[config.mk]
export PLATFORM = sky130hd
export DESIGN_NAME = visible_target_rotation_selector_flat
export DESIGN_NICKNAME = d
export VERILOG_FILES = /design/src/hw/rtl/vtrs_pkg.sv /design/src/hw/rtl/vtrs_in_if.sv /design/src/hw/rtl/vtrs_out_if.sv /design/src/hw/rtl/vtrs_cfg_if.sv /design/src/hw/rtl/vtrs_ram.sv /design/src/hw/rtl/vtrs_ctrl.sv /design/src/hw/rtl/vtrs_dp.sv /design/src/hw/rtl/visible_target_rotation_selector.sv /design/src/flat_wrapper.sv
export SDC_FILE = /design/constraint.sdc
export NUM_CORES = 1
export LEC_CHECK = 0
export ABC_AREA = 1
export BUFFER_PORTS_ARGS = -buffer_cell sky130_fd_sc_hd__buf_4
export CAP_MARGIN = 10
export CORE_MARGIN = 2
export CORE_UTILIZATION = 53
export CTS_BUF_LIST = sky130_fd_sc_hd__clkbuf_4 sky130_fd_sc_hd__clkbuf_8
export DETAILED_ROUTE_END_ITERATION = 16
export PLACE_DENSITY = 0.73
export REMOVE_ABC_BUFFERS = 1
export SLEW_MARGIN = 20
export SYNTH_ARGS = -nofsm -noshare
export SYNTH_HDL_FRONTEND = slang
export SYNTH_SLANG_ARGS = --single-unit
[constraint.sdc]
create_clock -name clk_i -period 7.57 [get_ports clk_i]
set_input_delay 0.3785 -clock clk_i [delete_from_list [all_inputs] [get_ports clk_i]]
set_output_delay 0.3785 -clock clk_i [all_outputs]
set_load 0.02 [all_outputs]
[src/hw/rtl/vtrs_pkg.sv]
// Shared types, widths, codes and reset values of the visible target rotation selector.
package vtrs_pkg;

  localparam int unsigned MaxTargetsDef = 16;
  localparam int unsigned ReqW          = 3;
  localparam int unsigned KeyW          = 32;
  localparam int unsigned ElevW         = 15;
  localparam int unsigned TimeW         = 32;
  localparam int unsigned CfgIdxW       = 1;
  localparam int unsigned CfgDataW      = 32;
  localparam int unsigned EntryW        = KeyW + 1 + ElevW;

  localparam logic signed [ElevW-1:0] MinElevRst = 15'sd3000;
  localparam logic signed [ElevW-1:0] LowestElev = -15'sd9000;
  localparam logic [TimeW-1:0]        HoldRst    = 32'd6000;

  typedef enum logic [ReqW-1:0] {
    REQ_RESET  = 3'd0,
    REQ_CLEAR  = 3'd1,
    REQ_ADD    = 3'd2,
    REQ_UPDATE = 3'd3,
    REQ_NEXT   = 3'd4
  } req_e;

  typedef enum logic [CfgIdxW-1:0] {
    CFG_MIN_ELEV = 1'b0,
    CFG_HOLD     = 1'b1
  } cfg_idx_e;

  typedef struct packed {
    logic [KeyW-1:0]         key;
    logic                    visible;
    logic signed [ElevW-1:0] elev;
  } entry_t;

  typedef struct packed {
    logic accept;
    logic exec;
    logic scan_rd;
    logic decide;
    logic load;
    logic out_load;
  } dp_cmd_t;

  typedef struct packed {
    logic need_scan;
    logic scan_last;
    logic fetch;
    logic out_free;
  } dp_stat_t;

endpackage

[src/hw/rtl/vtrs_in_if.sv]
// Request channel carrying one operation per transfer.
interface vtrs_in_if;
  import vtrs_pkg::*;

  logic                    valid;
  logic                    ready;
  logic [ReqW-1:0]         req_type;
  logic [TimeW-1:0]        now_ms;
  logic [KeyW-1:0]         entry_key;
  logic                    entry_visible;
  logic signed [ElevW-1:0] entry_elevation;

  modport source (
    output valid, req_type, now_ms, entry_key, entry_visible, entry_elevation,
    input  ready
  );
  modport sink (
    input  valid, req_type, now_ms, entry_key, entry_visible, entry_elevation,
    output ready
  );
endinterface

[src/hw/rtl/vtrs_out_if.sv]
// Result channel carrying the selection state after each operation.
interface vtrs_out_if #(
  parameter int unsigned SlotW = $clog2(vtrs_pkg::MaxTargetsDef) + 1,
  parameter int unsigned CntW  = $clog2(vtrs_pkg::MaxTargetsDef + 1)
);
  import vtrs_pkg::*;

  logic                    valid;
  logic                    ready;
  logic signed [SlotW-1:0] selected_slot;
  logic [KeyW-1:0]         selected_key;
  logic signed [ElevW-1:0] selected_elevation;
  logic [CntW-1:0]         entry_count;
  logic                    add_accepted;

  modport source (
    output valid, selected_slot, selected_key, selected_elevation, entry_count, add_accepted,
    input  ready
  );
  modport sink (
    input  valid, selected_slot, selected_key, selected_elevation, entry_count, add_accepted,
    output ready
  );
endinterface

[src/hw/rtl/vtrs_cfg_if.sv]
// Configuration write channel with register index and write data.
interface vtrs_cfg_if;
  import vtrs_pkg::*;

  logic                valid;
  logic                ready;
  logic [CfgIdxW-1:0]  index;
  logic [CfgDataW-1:0] data;

  modport source (output valid, index, data, input ready);
  modport sink (input valid, index, data, output ready);
endinterface

[src/hw/rtl/vtrs_ram.sv]
// Generic single write port RAM with one registered read port.
module vtrs_ram #(
  parameter int unsigned Width = 8,
  parameter int unsigned Depth = 16,
  localparam int unsigned AddrW = (Depth > 1) ? $clog2(Depth) : 1
) (
  input  logic             clk_i,
  input  logic             we_i,
  input  logic [AddrW-1:0] waddr_i,
  input  logic [Width-1:0] wdata_i,
  input  logic [AddrW-1:0] raddr_i,
  output logic [Width-1:0] rdata_o
);

  logic [Width-1:0] mem_q [Depth];
  logic [Width-1:0] rdata_q;

  always_ff @(posedge clk_i) begin
    if (we_i) begin
      mem_q[waddr_i] <= wdata_i;
    end
    rdata_q <= mem_q[raddr_i];
  end

  assign rdata_o = rdata_q;

endmodule

[src/hw/rtl/vtrs_ctrl.sv]
// Sequencing state machine that steps the datapath through one operation.
module vtrs_ctrl (
  input  logic               clk_i,
  input  logic               rst_ni,
  input  logic               in_valid_i,
  output logic               in_ready_o,
  input  vtrs_pkg::dp_stat_t stat_i,
  output vtrs_pkg::dp_cmd_t  cmd_o
);
  import vtrs_pkg::*;

  typedef enum logic [6:0] {
    S_IDLE   = 7'b0000001,
    S_EXEC   = 7'b0000010,
    S_SCAN   = 7'b0000100,
    S_FLUSH  = 7'b0001000,
    S_DECIDE = 7'b0010000,
    S_LOAD   = 7'b0100000,
    S_DONE   = 7'b1000000
  } state_e;

  state_e state_q, state_d;

  always_comb begin
    state_d    = state_q;
    cmd_o      = '0;
    in_ready_o = 1'b0;
    case (state_q)
      S_IDLE: begin
        in_ready_o   = 1'b1;
        cmd_o.accept = in_valid_i;
        if (in_valid_i) begin
          state_d = S_EXEC;
        end
      end
      S_EXEC: begin
        cmd_o.exec = 1'b1;
        state_d    = stat_i.need_scan ? S_SCAN : S_DONE;
      end
      S_SCAN: begin
        cmd_o.scan_rd = 1'b1;
        if (stat_i.scan_last) begin
          state_d = S_FLUSH;
        end
      end
      S_FLUSH: begin
        state_d = S_DECIDE;
      end
      S_DECIDE: begin
        cmd_o.decide = 1'b1;
        state_d      = stat_i.fetch ? S_LOAD : S_DONE;
      end
      S_LOAD: begin
        cmd_o.load = 1'b1;
        state_d    = S_DONE;
      end
      S_DONE: begin
        cmd_o.out_load = stat_i.out_free;
        if (stat_i.out_free) begin
          state_d = S_IDLE;
        end
      end
      default: begin
        state_d = S_IDLE;
      end
    endcase
  end

  always_ff @(posedge clk_i or negedge rst_ni) begin
    if (!rst_ni) begin
      state_q <= S_IDLE;
    end else begin
      state_q <= state_d;
    end
  end

endmodule

[src/hw/rtl/vtrs_dp.sv]
// Datapath: target table, selection registers, scan accumulators and result register.
module vtrs_dp #(
  parameter int unsigned MAX_TARGETS = vtrs_pkg::MaxTargetsDef,
  localparam int unsigned IdxW  = (MAX_TARGETS > 1) ? $clog2(MAX_TARGETS) : 1,
  localparam int unsigned CntW  = $clog2(MAX_TARGETS + 1),
  localparam int unsigned SlotW = $clog2(MAX_TARGETS) + 1
) (
  input  logic                              clk_i,
  input  logic                              rst_ni,
  input  vtrs_pkg::dp_cmd_t                 cmd_i,
  output vtrs_pkg::dp_stat_t                stat_o,
  input  logic [vtrs_pkg::ReqW-1:0]         req_type_i,
  input  logic [vtrs_pkg::TimeW-1:0]        now_ms_i,
  input  logic [vtrs_pkg::KeyW-1:0]         entry_key_i,
  input  logic                              entry_visible_i,
  input  logic signed [vtrs_pkg::ElevW-1:0] entry_elevation_i,
  input  logic                              cfg_we_i,
  input  logic [vtrs_pkg::CfgIdxW-1:0]      cfg_index_i,
  input  logic [vtrs_pkg::CfgDataW-1:0]     cfg_data_i,
  input  logic                              out_ready_i,
  output logic                              out_valid_o,
  output logic signed [SlotW-1:0]           selected_slot_o,
  output logic [vtrs_pkg::KeyW-1:0]         selected_key_o,
  output logic signed [vtrs_pkg::ElevW-1:0] selected_elevation_o,
  output logic [CntW-1:0]                   entry_count_o,
  output logic                              add_accepted_o
);
  import vtrs_pkg::*;

  // Configuration and selection state.
  logic signed [ElevW-1:0] min_elev_q;
  logic [TimeW-1:0]        hold_q;
  logic [CntW-1:0]         fill_q;
  logic                    slot_vld_q;
  logic [IdxW-1:0]         slot_idx_q;
  logic [KeyW-1:0]         key_q;
  logic signed [ElevW-1:0] elev_q;
  logic [TimeW-1:0]        last_q;
  logic                    acc_q;

  // Latched request.
  logic [ReqW-1:0]  req_q;
  logic [TimeW-1:0] now_q;
  entry_t           new_q;

  // Scan pipeline and accumulators.
  logic [IdxW-1:0]         cnt_q;
  logic                    rd_vld_q;
  logic [IdxW-1:0]         rd_idx_q;
  logic                    m_vld_q, mav_vld_q, maq_vld_q, hi_vld_q, ha_vld_q, fv_vld_q, fq_vld_q;
  logic [IdxW-1:0]         m_idx_q, mav_idx_q, maq_idx_q, hi_idx_q, ha_idx_q, fv_idx_q, fq_idx_q;
  logic signed [ElevW-1:0] hi_elev_q;
  logic [IdxW-1:0]         fetch_idx_q;

  // Result register.
  logic                    out_valid_q;
  logic signed [SlotW-1:0] out_slot_q;
  logic [KeyW-1:0]         out_key_q;
  logic signed [ElevW-1:0] out_elev_q;
  logic [CntW-1:0]         out_cnt_q;
  logic                    out_acc_q;

  logic                    full;
  logic                    add_ok;
  logic [EntryW-1:0]       rd_data;
  entry_t                  rd_ent;
  logic [IdxW-1:0]         raddr;
  logic                    take_m, take_mav, take_maq, take_hi, take_ha, take_fv, take_fq;
  logic                    vis, qual;
  logic                    elapsed;
  logic                    dec_fetch, dec_clear, dec_set_last;
  logic [IdxW-1:0]         dec_idx;

  assign full   = (fill_q == CntW'(MAX_TARGETS));
  assign add_ok = cmd_i.exec && (req_q == REQ_ADD) && !full;
  assign raddr  = cmd_i.scan_rd ? cnt_q : dec_idx;
  assign rd_ent = rd_data;

  vtrs_ram #(
    .Width (EntryW),
    .Depth (MAX_TARGETS)
  ) u_table (
    .clk_i   (clk_i),
    .we_i    (add_ok),
    .waddr_i (fill_q[IdxW-1:0]),
    .wdata_i (new_q),
    .raddr_i (raddr),
    .rdata_o (rd_data)
  );

  // Per-entry scan decisions.
  always_comb begin
    vis      = rd_ent.visible;
    qual     = vis && (rd_ent.elev >= min_elev_q);
    take_m   = rd_vld_q && !m_vld_q && (key_q != '0) && (rd_ent.key == key_q);
    take_mav = rd_vld_q && m_vld_q && vis && !mav_vld_q;
    take_maq = rd_vld_q && m_vld_q && qual && !maq_vld_q;
    take_hi  = rd_vld_q && vis && (rd_ent.elev > hi_elev_q);
    take_ha  = rd_vld_q && !take_hi && hi_vld_q && vis && !ha_vld_q;
    take_fv  = rd_vld_q && vis && !fv_vld_q;
    take_fq  = rd_vld_q && qual && !fq_vld_q;
  end

  // Selection decision once the scan has finished.
  always_comb begin
    dec_fetch    = 1'b0;
    dec_clear    = 1'b0;
    dec_set_last = 1'b0;
    dec_idx      = fetch_idx_q;
    elapsed      = ((now_q - last_q) >= hold_q);
    case (req_q)
      REQ_UPDATE: begin
        if (!m_vld_q) begin
          dec_set_last = 1'b1;
          dec_fetch    = hi_vld_q;
          dec_clear    = !hi_vld_q;
          dec_idx      = hi_idx_q;
        end else if (!elapsed) begin
          dec_fetch = 1'b1;
          dec_idx   = m_idx_q;
        end else begin
          dec_set_last = 1'b1;
          if (maq_vld_q) begin
            dec_fetch = 1'b1;
            dec_idx   = maq_idx_q;
          end else if (fq_vld_q) begin
            dec_fetch = 1'b1;
            dec_idx   = fq_idx_q;
          end else if (hi_vld_q) begin
            dec_fetch = 1'b1;
            dec_idx   = hi_idx_q;
          end else begin
            dec_clear = 1'b1;
          end
        end
      end
      REQ_NEXT: begin
        if (m_vld_q && mav_vld_q) begin
          dec_fetch = 1'b1;
          dec_idx   = mav_idx_q;
        end else if (!m_vld_q && hi_vld_q && ha_vld_q) begin
          dec_fetch = 1'b1;
          dec_idx   = ha_idx_q;
        end else if (fv_vld_q) begin
          dec_fetch = 1'b1;
          dec_idx   = fv_idx_q;
        end
        dec_set_last = dec_fetch;
      end
      default: begin
      end
    endcase
  end

  always_comb begin
    stat_o.need_scan = ((req_q == REQ_UPDATE) || (req_q == REQ_NEXT)) && (fill_q != '0);
    stat_o.scan_last = (CntW'(cnt_q) == (fill_q - CntW'(1)));
    stat_o.fetch     = dec_fetch;
    stat_o.out_free  = !out_valid_q || out_ready_i;
  end

  always_ff @(posedge clk_i or negedge rst_ni) begin
    if (!rst_ni) begin
      min_elev_q  <= MinElevRst;
      hold_q      <= HoldRst;
      fill_q      <= '0;
      slot_vld_q  <= 1'b0;
      key_q       <= '0;
      last_q      <= '0;
      acc_q       <= 1'b0;
      cnt_q       <= '0;
      rd_vld_q    <= 1'b0;
      m_vld_q     <= 1'b0;
      mav_vld_q   <= 1'b0;
      maq_vld_q   <= 1'b0;
      hi_vld_q    <= 1'b0;
      ha_vld_q    <= 1'b0;
      fv_vld_q    <= 1'b0;
      fq_vld_q    <= 1'b0;
      out_valid_q <= 1'b0;
    end else begin
      if (cfg_we_i) begin
        if (cfg_index_i == CFG_MIN_ELEV) begin
          min_elev_q <= cfg_data_i[ElevW-1:0];
        end else begin
          hold_q <= cfg_data_i[TimeW-1:0];
        end
      end
      rd_vld_q <= cmd_i.scan_rd;
      if (cmd_i.scan_rd) begin
        cnt_q <= cnt_q + 1'b1;
      end
      if (take_m) begin
        m_vld_q <= 1'b1;
      end
      if (take_mav) begin
        mav_vld_q <= 1'b1;
      end
      if (take_maq) begin
        maq_vld_q <= 1'b1;
      end
      if (take_hi) begin
        hi_vld_q <= 1'b1;
        ha_vld_q <= 1'b0;
      end else if (take_ha) begin
        ha_vld_q <= 1'b1;
      end
      if (take_fv) begin
        fv_vld_q <= 1'b1;
      end
      if (take_fq) begin
        fq_vld_q <= 1'b1;
      end
      if (cmd_i.exec) begin
        cnt_q     <= '0;
        m_vld_q   <= 1'b0;
        mav_vld_q <= 1'b0;
        maq_vld_q <= 1'b0;
        hi_vld_q  <= 1'b0;
        ha_vld_q  <= 1'b0;
        fv_vld_q  <= 1'b0;
        fq_vld_q  <= 1'b0;
        acc_q     <= add_ok;
        case (req_q)
          REQ_RESET: begin
            fill_q     <= '0;
            slot_vld_q <= 1'b0;
            key_q      <= '0;
            last_q     <= '0;
          end
          REQ_CLEAR: begin
            fill_q     <= '0;
            slot_vld_q <= 1'b0;
          end
          REQ_ADD: begin
            if (!full) begin
              fill_q <= fill_q + 1'b1;
            end
          end
          REQ_UPDATE, REQ_NEXT: begin
            if (fill_q == '0) begin
              slot_vld_q <= 1'b0;
              key_q      <= '0;
            end
          end
          default: begin
          end
        endcase
      end
      if (cmd_i.decide) begin
        if (dec_set_last) begin
          last_q <= now_q;
        end
        if (dec_clear) begin
          slot_vld_q <= 1'b0;
          key_q      <= '0;
        end
      end
      if (cmd_i.load) begin
        slot_vld_q <= 1'b1;
        key_q      <= rd_ent.key;
      end
      if (cmd_i.out_load) begin
        out_valid_q <= 1'b1;
      end else if (out_ready_i) begin
        out_valid_q <= 1'b0;
      end
    end
  end

  always_ff @(posedge clk_i) begin
    if (cmd_i.accept) begin
      req_q         <= req_type_i;
      now_q         <= now_ms_i;
      new_q.key     <= entry_key_i;
      new_q.visible <= entry_visible_i;
      new_q.elev    <= entry_elevation_i;
    end
    rd_idx_q <= cnt_q;
    if (cmd_i.exec) begin
      hi_elev_q <= LowestElev;
    end
    if (take_m) begin
      m_idx_q <= rd_idx_q;
    end
    if (take_mav) begin
      mav_idx_q <= rd_idx_q;
    end
    if (take_maq) begin
      maq_idx_q <= rd_idx_q;
    end
    if (take_hi) begin
      hi_idx_q  <= rd_idx_q;
      hi_elev_q <= rd_ent.elev;
    end
    if (take_ha) begin
      ha_idx_q <= rd_idx_q;
    end
    if (take_fv) begin
      fv_idx_q <= rd_idx_q;
    end
    if (take_fq) begin
      fq_idx_q <= rd_idx_q;
    end
    if (cmd_i.decide) begin
      fetch_idx_q <= dec_idx;
    end
    if (cmd_i.load) begin
      slot_idx_q <= fetch_idx_q;
      elev_q     <= rd_ent.elev;
    end
    if (cmd_i.out_load) begin
      out_slot_q <= slot_vld_q ? SlotW'(slot_idx_q) : '1;
      out_key_q  <= slot_vld_q ? key_q : '0;
      out_elev_q <= slot_vld_q ? elev_q : '0;
      out_cnt_q  <= fill_q;
      out_acc_q  <= acc_q;
    end
  end

  assign out_valid_o          = out_valid_q;
  assign selected_slot_o      = out_slot_q;
  assign selected_key_o       = out_key_q;
  assign selected_elevation_o = out_elev_q;
  assign entry_count_o        = out_cnt_q;
  assign add_accepted_o       = out_acc_q;

  a_fill_bound : assert property (@(posedge clk_i) disable iff (!rst_ni)
    fill_q <= CntW'(MAX_TARGETS))
    else $error("table fill exceeds capacity");

  a_slot_in_table : assert property (@(posedge clk_i) disable iff (!rst_ni)
    slot_vld_q |-> (CntW'(slot_idx_q) < fill_q))
    else $error("selected slot lies beyond the table fill");

  a_add_grows : assert property (@(posedge clk_i) disable iff (!rst_ni)
    add_ok |=> (fill_q == $past(fill_q) + 1'b1) && acc_q)
    else $error("stored entry did not advance the table fill");

  a_scan_stops : assert property (@(posedge clk_i) disable iff (!rst_ni)
    cmd_i.scan_rd |-> (CntW'(cnt_q) < fill_q))
    else $error("table scan read past the table fill");

endmodule

[src/hw/rtl/visible_target_rotation_selector.sv]
// Top level of the visible target rotation selector: channels, controller and datapath.
//
//   Channel  Dir  Transfer content
//   req_i    in   req_type, now_ms, entry_key, entry_visible, entry_elevation
//   res_o    out  selected_slot, selected_key, selected_elevation, entry_count, add_accepted
//   cfg_i    in   index (0 min_elevation, 1 hold_interval_ms), data
//
// Full reset, clear, add and unknown requests pass through the exec and done states only.
// Update and manual next scan the table fill with one table read per cycle, then decide and,
// when an entry is fetched, load it; on an empty table they skip the scan.
// Reset brings the selection, fill and timer to zero and the registers to 3000 and 6000.
// The table needs no clearing pass, since only filled entries are ever read.
// A finished result waits in the output register while the next request is taken.
module visible_target_rotation_selector #(
  parameter int unsigned MAX_TARGETS = vtrs_pkg::MaxTargetsDef
) (
  input  logic       clk_i,
  input  logic       rst_ni,
  vtrs_in_if.sink    req_i,
  vtrs_cfg_if.sink   cfg_i,
  vtrs_out_if.source res_o
);
  import vtrs_pkg::*;

  dp_cmd_t  cmd;
  dp_stat_t stat;

  assign cfg_i.ready = 1'b1;

  vtrs_ctrl u_ctrl (
    .clk_i      (clk_i),
    .rst_ni     (rst_ni),
    .in_valid_i (req_i.valid),
    .in_ready_o (req_i.ready),
    .stat_i     (stat),
    .cmd_o      (cmd)
  );

  vtrs_dp #(
    .MAX_TARGETS (MAX_TARGETS)
  ) u_dp (
    .clk_i                (clk_i),
    .rst_ni               (rst_ni),
    .cmd_i                (cmd),
    .stat_o               (stat),
    .req_type_i           (req_i.req_type),
    .now_ms_i             (req_i.now_ms),
    .entry_key_i          (req_i.entry_key),
    .entry_visible_i      (req_i.entry_visible),
    .entry_elevation_i    (req_i.entry_elevation),
    .cfg_we_i             (cfg_i.valid),
    .cfg_index_i          (cfg_i.index),
    .cfg_data_i           (cfg_i.data),
    .out_ready_i          (res_o.ready),
    .out_valid_o          (res_o.valid),
    .selected_slot_o      (res_o.selected_slot),
    .selected_key_o       (res_o.selected_key),
    .selected_elevation_o (res_o.selected_elevation),
    .entry_count_o        (res_o.entry_count),
    .add_accepted_o       (res_o.add_accepted)
  );

endmodule

[src/flat_wrapper.sv]
// flat-port wrapper written by rule: the top's interface ports become plain ports
module visible_target_rotation_selector_flat import vtrs_pkg::*;
#(
  parameter int unsigned MAX_TARGETS = vtrs_pkg::MaxTargetsDef
)
  (clk_i, rst_ni, req_i_valid, req_i_req_type, req_i_now_ms, req_i_entry_key, req_i_entry_visible, req_i_entry_elevation, req_i_ready, cfg_i_valid, cfg_i_index, cfg_i_data, cfg_i_ready, res_o_valid, res_o_selected_slot, res_o_selected_key, res_o_selected_elevation, res_o_entry_count, res_o_add_accepted, res_o_ready);
  vtrs_in_if req_i_i ();
  vtrs_cfg_if cfg_i_i ();
  vtrs_out_if res_o_i ();
  input  logic clk_i;
  input  logic rst_ni;
  input wire logic [$bits(req_i_i.valid)-1:0] req_i_valid;
  input wire logic [$bits(req_i_i.req_type)-1:0] req_i_req_type;
  input wire logic [$bits(req_i_i.now_ms)-1:0] req_i_now_ms;
  input wire logic [$bits(req_i_i.entry_key)-1:0] req_i_entry_key;
  input wire logic [$bits(req_i_i.entry_visible)-1:0] req_i_entry_visible;
  input wire logic [$bits(req_i_i.entry_elevation)-1:0] req_i_entry_elevation;
  output wire logic [$bits(req_i_i.ready)-1:0] req_i_ready;
  input wire logic [$bits(cfg_i_i.valid)-1:0] cfg_i_valid;
  input wire logic [$bits(cfg_i_i.index)-1:0] cfg_i_index;
  input wire logic [$bits(cfg_i_i.data)-1:0] cfg_i_data;
  output wire logic [$bits(cfg_i_i.ready)-1:0] cfg_i_ready;
  output wire logic [$bits(res_o_i.valid)-1:0] res_o_valid;
  output wire logic [$bits(res_o_i.selected_slot)-1:0] res_o_selected_slot;
  output wire logic [$bits(res_o_i.selected_key)-1:0] res_o_selected_key;
  output wire logic [$bits(res_o_i.selected_elevation)-1:0] res_o_selected_elevation;
  output wire logic [$bits(res_o_i.entry_count)-1:0] res_o_entry_count;
  output wire logic [$bits(res_o_i.add_accepted)-1:0] res_o_add_accepted;
  input wire logic [$bits(res_o_i.ready)-1:0] res_o_ready;
  assign req_i_i.valid = req_i_valid;
  assign req_i_i.req_type = req_i_req_type;
  assign req_i_i.now_ms = req_i_now_ms;
  assign req_i_i.entry_key = req_i_entry_key;
  assign req_i_i.entry_visible = req_i_entry_visible;
  assign req_i_i.entry_elevation = req_i_entry_elevation;
  assign req_i_ready = req_i_i.ready;
  assign cfg_i_i.valid = cfg_i_valid;
  assign cfg_i_i.index = cfg_i_index;
  assign cfg_i_i.data = cfg_i_data;
  assign cfg_i_ready = cfg_i_i.ready;
  assign res_o_valid = res_o_i.valid;
  assign res_o_selected_slot = res_o_i.selected_slot;
  assign res_o_selected_key = res_o_i.selected_key;
  assign res_o_selected_elevation = res_o_i.selected_elevation;
  assign res_o_entry_count = res_o_i.entry_count;
  assign res_o_add_accepted = res_o_i.add_accepted;
  assign res_o_i.ready = res_o_ready;
  visible_target_rotation_selector #(.MAX_TARGETS(MAX_TARGETS)) u_core (.clk_i(clk_i), .rst_ni(rst_ni), .req_i(req_i_i), .cfg_i(cfg_i_i), .res_o(res_o_i));
endmodule
==> Word level (Yosys, flattened, before mapping) <==
Memory sizes are Yosys's and may differ from the RTL's. A register that Yosys moved wholly into a read port is not among the register bits.
Cells that the tools add are included.
{ "word_totals": {"ram_bits": 768, "output_inout_bits": 61, "latchBits": 0, "input_bits": 121, "ff_bits": 349, "romBits": 0, "mem_count": 1} }
{ "mem_list": {"columns": ["memory", "words", "width", "rd", "rd_ports_with_merged_regs", "wr", "line_no", "source"], "rows": [
  ["u_core.u_dp.u_table.mem_q", 16, 48, 1, 1, 1, "vtrs_ram.sv:15", "logic [Width-1:0] mem_q [Depth];"]
]} }
{ "op_classes": {"muxes": 83, "mul": 0, "bitwise_logic": 1, "reduce_logical": 56, "n_addsub": 4, "shifts": 0, "order_cmp": 3, "n_div": 0, "eq_ne": 18} }
{ "op_table": {"columns": ["operator", "count"], "rows": [
  ["two-way mux 32 bit", 9],
  ["case mux 32 bit (2 select lines)", 1],
  ["case mux 7 bit (7 select lines)", 1],
  ["two-way mux 1 bit", 47],
  ["two-way mux 4 bit", 11],
  ["two-way mux 7 bit", 5],
  ["equality test 32 bit", 1],
  [">= comparator 32 bit", 1],
  ["nonzero test 32 bit", 1],
  ["subtractor 32 bit", 1],
  ["two-way mux 15 bit", 2],
  ["logical AND 1 bit", 24],
  ["nonzero test 2 bit", 9],
  [">= comparator 15 bit", 1],
  ["greater-than comparator 15 bit", 1],
  ["logical NOT 1 bit", 10],
  ["two-way mux 5 bit", 2],
  ["case mux 5 bit (2 select lines)", 1],
  ["case mux 4 bit (2 select lines)", 1],
  ["equality test 7 x 1 -> 1 bit, second input constant", 1],
  ["equality test 7 x 2 -> 1 bit, second input constant", 1],
  ["equality test 7 x 3 -> 1 bit, second input constant", 1],
  ["equality test 7 x 4 -> 1 bit, second input constant", 1],
  ["equality test 7 x 5 -> 1 bit, second input constant", 1],
  ["22 further kinds", 31]
]} }

==> Depth between registers and ports, before layout <==
{ "logic_depth": {"ltp_word": 10, "mapped_depth": 39} }

==> By module <==
A second synthesis with hierarchy kept.
{ "unflattened": {"cells_unflattened": 4949, "area_unflattened_um2": 51348.0} }
{ "modules_own_cells": {"columns": ["module", "cells_each", "area_per_inst_um2", "instances"], "rows": [
  ["vtrs_ram", 3165, 33988.8, 1],
  ["vtrs_dp", 1717, 16866.2, 1],
  ["vtrs_ctrl", 65, 481.7, 1],
  ["visible_target_rotation_selector", 2, 11.3, 1]
]} }

==> Worst setup path after synthesis <==
Ideal clock, no wire load.
{ "synth_timing": {"path_kind": "register to register", "start": "reg u_core.u_ctrl.state_q[5]", "end": "reg u_core.u_dp.new_q[0] in the netlist's numbering, enable pin", "setup_time_ps": 626, "setup_slack_ps": -419, "required_ps": 6944, "path_stages_with_launch": 6, "path_buffers": 0, "arrival_ps": 7363, "cell_sequence": "dfrtp_1 > nor3_2 > inv_2 > nor4_1 > inv_1 > nor3_1"} }
{ "synth_lines": {"columns": ["element", "line_no", "source"], "rows": [
  ["from (decl)", "vtrs_ctrl.sv:22", "state_e state_q, state_d;"],
  ["from (signal assigned)", "vtrs_ctrl.sv:73", "state_q <= state_d;"],
  ["to (decl)", "vtrs_dp.sv:44", "entry_t new_q;"]
]} }

==> Worst setup path in the final report <==
{ "layout_timing": {"start": "reg u_core.u_dp.now_q[1]", "end": "reg u_core.u_dp.u_table.rdata_q[38], in the netlist u_core.u_dp.u_table.rdata_o[38] (read register of u_core.u_dp.u_table.mem_q)"} }
{ "layout_between": {"elab_chain_len": 6} }
{ "layout_lines": {"columns": ["element", "line_no", "source"], "rows": [
  ["from (decl)", "vtrs_dp.sv:43", "logic [TimeW-1:0] now_q;"],
  ["from (signal assigned)", "vtrs_dp.sv:274", "now_q <= now_ms_i;"],
  ["subtractor 32 bit", "vtrs_dp.sv:110", "elapsed = ((now_q - last_q) >= hold_q);"],
  [">= comparator 32 bit", "vtrs_dp.sv:110", null],
  ["two-way mux 4 bit", "vtrs_dp.sv:118", "end else if (!elapsed) begin"],
  ["two-way mux 4 bit", "vtrs_dp.sv:113", "if (!m_vld_q) begin"],
  ["case mux 4 bit (2 select lines)", "vtrs_dp.sv:111", "case (req_q)"],
  ["two-way mux 4 bit", "vtrs_dp.sv:76", "assign raddr = cmd_i.scan_rd ? cnt_q : dec_idx;"],
  ["to (decl)", "vtrs_ram.sv:16", "logic [Width-1:0] rdata_q;"]
]} }
Every way passes these cells.
A chain may end at the register's enable or synchronous reset.

==> summary.md <==
| Metric | Value |
|---|---|
| Outcome | completed |
| Reg2Reg Depth | 30 |
| Synth warn | 0 |
| Wire per inst | 19.9 um |
| Commonest cells after routing, fill and taps aside | nand2_1 (1,101), edfxtp_1 (975), nand3_1 (932) |
| Seq/Total Area, Yosys | 66.6% |
| Cell area after layout | 0.0584 mm^2 |
| Row count | 113 |
| Residual DRC count | 0 |
| DIE WIDTH | about 310 um |
| Clk_skew | 35.2 ps |
| TritonCTS Buffers | 183 |
| Mapped Cells | 4,789 |
| Static Leak | roughly 0.025 uW |
| Max Slew Vio Count | 0 |
| Avg Cell Area, Syn | 10.6 um^2 |
| Crit-path max FO | 125 |
| FFs w/ async S/R, synth | 11.8% |
| First-pass GRT wire length | 199 mm |
| Worst slew margin | between 20% and 30% |
| Most frequent CP cell | nand2_1 |
| Initial antenna violation count | 3 |
| DR pass1 iterations | 6 |
| Average via count per standard cell | 5.49 |
| Clock Path Buffers | 3 |
| Reg2reg setup slack | 1270 ps |
| Setup crit start | u_core.u_dp.now_q[1] |
| Fin Setup TNS | 0 ps |
| Total number of vias | 35,800 |
| Netlist cell types | 55 |
| Worst path max stage delay | 670 ps |
| Peak Freq | 159 MHz |
| Area grow syn2layout | 15.0% |
| GPL Wtd Cong | 0.908 |
| Synth Cell Area | between 0.05 and 0.06 mm^2 |
| Detailed Route WL | 130 mm |
| Least-Margin Pin Slew | between 1000 and 1500 ps |
| Share of cells above drive strength 1 | 12.1% |
| CTS root buffer | clkbuf_8 |
| PortBufs | 180 |
| Slowest stage cell on the critical path | nand2_8 |
| Antenna viol nets, final | 0 |
| Power Density | 332 mW/mm^2 |
| Most common cell after layout, fill and taps aside | nand2_1 |
| Setup Viol. Count Final | 0 |
| Maxcap violations | 0 |
| Die area | 0.0983 mm^2 |
| Final Hold Fails | 0 |
| CP Class | reg -> reg |
| Clock sinks | roughly 1,200 |
| GRT overflow | 0 |
| VDD IR-drop max | 0.262 mV |
| Flops & latches, synth | 1,165 |
| CP arrival | 7040 ps |
| Net count, final | 5,315 |
| Initial core utilization | 53.4% |
| Post-CTS Setup Inserts | 0 |
| Die Y | roughly 310 um |
| R2r startpoint | u_core.u_dp.now_q[1] |
| Worst hold slack | around 110 ps |
| Clock Pin Slew Worst Setup and Hold Paths | 70 ps |
| Ys flop type | edfxtp_1 |
| Hold Path Class | in -> async |
| Htree depth | 4 |
| Starting DRT DRC Count | around 4,100 |
| Post-synth EDFFs | about 980 |
| Total Routing Usage GR | 26.4% |
| Final Cycle Share | a little over four fifths |
| TritonCTS clock tree | done |
| R2R Path End | u_core.u_dp.u_table.rdata_o[38] |
| Critical path startpoint category | flop |
| Number of global-route vias before repair | 34,800 |
| Placed inst area | 0.0532 mm^2 |
| Period minus WS final | 6300 ps |
| # IOs | 182 |
| Detailed placement HPWL | about 72 mm |
| Core Area | 0.0950 mm^2 |
| RSZ-0062 raised after global routing | false |
| Clock Latency Late Sink | around 870 ps |
| Final Power | 19,400 uW |
| Largest net degree at the start of global routing | 198 |
| Setup crit end | u_core.u_dp.u_table.rdata_o[38] |
| CP required | 8310 ps |
| Crit path capture type | flop |
-- layout make-up --
cell class	instances	area [um^2]
tap	1265	1580
inverter	728	2730
fill	7423	36600
timing repair buffer	352	3110
clock buffer	277	3360
clock inverter	65	553
antenna	3	7.51
sequential	1165	33800
multi-input combinational	2665	13300
-- sequential cells by signal, indices dropped and copies added, names as in the netlist, 7 cells and up --
signal,cells
u_core.u_dp.hi_elev_q,15
u_core.u_dp.key_q,32
u_core.u_dp.hold_q,32
u_core.u_dp.u_table.rdata_o,48
u_core.u_ctrl.state_q,7
u_core.u_dp.now_q,32
u_core.u_dp.selected_elevation_o,15
u_core.u_dp.min_elev_q,15
u_core.u_dp.elev_q,15
u_core.u_dp.new_q,48
u_core.u_dp.u_table.mem_q,768
u_core.u_dp.last_q,32
u_core.u_dp.selected_key_o,32
-- metal layers --
| layer | track usage [%] | part of all wire, % |
|---|---|---|
| met2 | 43.6 | 48 |
| met5 | 0 | 0.010 |
| met4 | 10.5 | 3.0 |
| met3 | 4.55 | 8.9 |
| met1 | 35.0 | 40 |
-- worst min-delay path by stage --
| stage | end | slack [ps] | cells after the start |
|---|---|---|---|
| floorplan | u_core.u_ctrl.state_q[1] | 80 | 0 |
| detailed placement | u_core.u_dp.last_q[9] | 430 | 1 |
| global placement | u_core.u_dp.last_q[8] | 420 | 1 |
| finish | u_core.u_dp.last_q[8] | 110 | 2 |
| global route | u_core.u_dp.last_q[8] | 130 | 2 |
| CTS | u_core.u_dp.last_q[14] | 70 | 2 |
-- power by group --
group / leakage [uW] / internal, uW / switching, uW
combinational: 0.0118 / 1640 / 3470
clock: 0.00208 / 3090 / 2490
sequential: 0.0110 / 7920 / 750
total: 0.0249 / 12700 / 6710
-- worst max-delay path: cells and delay by family, from the launching register on --
family	cells	cell delay [ps]
xor gates and xnor gates	1	210
adders and majority gates	2	600
and+or+nand+nor	19	2620
AOI/OAI and AO/OA	7	1550
DFF	1	500
buffers and inverters	1	480
-- synthesized netlist by cell type (6+ instances only) --
| master | number | area, um^2 |
|---|---|---|
| xnor2_1 | 12 | 105 |
| ha_1 | 98 | 1230 |
| buf_4 | 21 | 158 |
| or2_2 | 15 | 93.8 |
| o21ai_1 | 12 | 60.1 |
| buf_6 | 22 | 248 |
| dfstp_2 | 15 | 394 |
| buf_2 | 103 | 515 |
| nand2_1 | 1105 | 4150 |
| o22ai_1 | 29 | 181 |
| o21a_1 | 6 | 45.0 |
| nor2_1 | 131 | 492 |
| nand4_1 | 16 | 100 |
| dfxtp_1 | 52 | 1040 |
| o211ai_1 | 12 | 90.1 |
| inv_2 | 7 | 26.3 |
| nor4_1 | 10 | 62.6 |
| inv_1 | 719 | 2700 |
| dfrtp_1 | 123 | 3080 |
| o21ai_0 | 98 | 490 |
| nand3_1 | 932 | 4660 |
| edfxtp_1 | 975 | 29300 |
| nor3_1 | 18 | 90.1 |
| a21oi_1 | 89 | 445 |
| clkbuf_1 | 73 | 274 |
| buf_1 | 12 | 45.0 |
| xor2_1 | 32 | 280 |
-- repair_timing --
item / CTS / global route
gates resized for setup: 0 / 0
setup endpoints to repair: 0 / 0
endpoints found under the hold margin: 201 / 0
hold buffers: 118 / 0
-- metrics by stage --
step	utilization, %	worst slack (ps)	std cells
after floorplan	-	-6780	4558
after detailed placement	56.0	1410	6055
after CTS	61.4	1340	6515
final	61.5	1270	6520
after global placement	56.0	1540	6054
after global routing	61.5	736	6518
-- logic make-up after synthesis --
logic type / count (synthesis) / share of synthesized area [%]
AOI/OAI and AO/OA: 282 / 3.16
xor gates and xnor gates: 44 / 0.759
adders and majority gates: 99 / 2.45
buffers and inverters: 959 / 7.82
DFF: 1165 / 66.6
muxes: 1 / 0.0197
other: 1 / 0.00739
and+or+nand+nor: 2238 / 19.2
(Power assumes the default switching activity.)
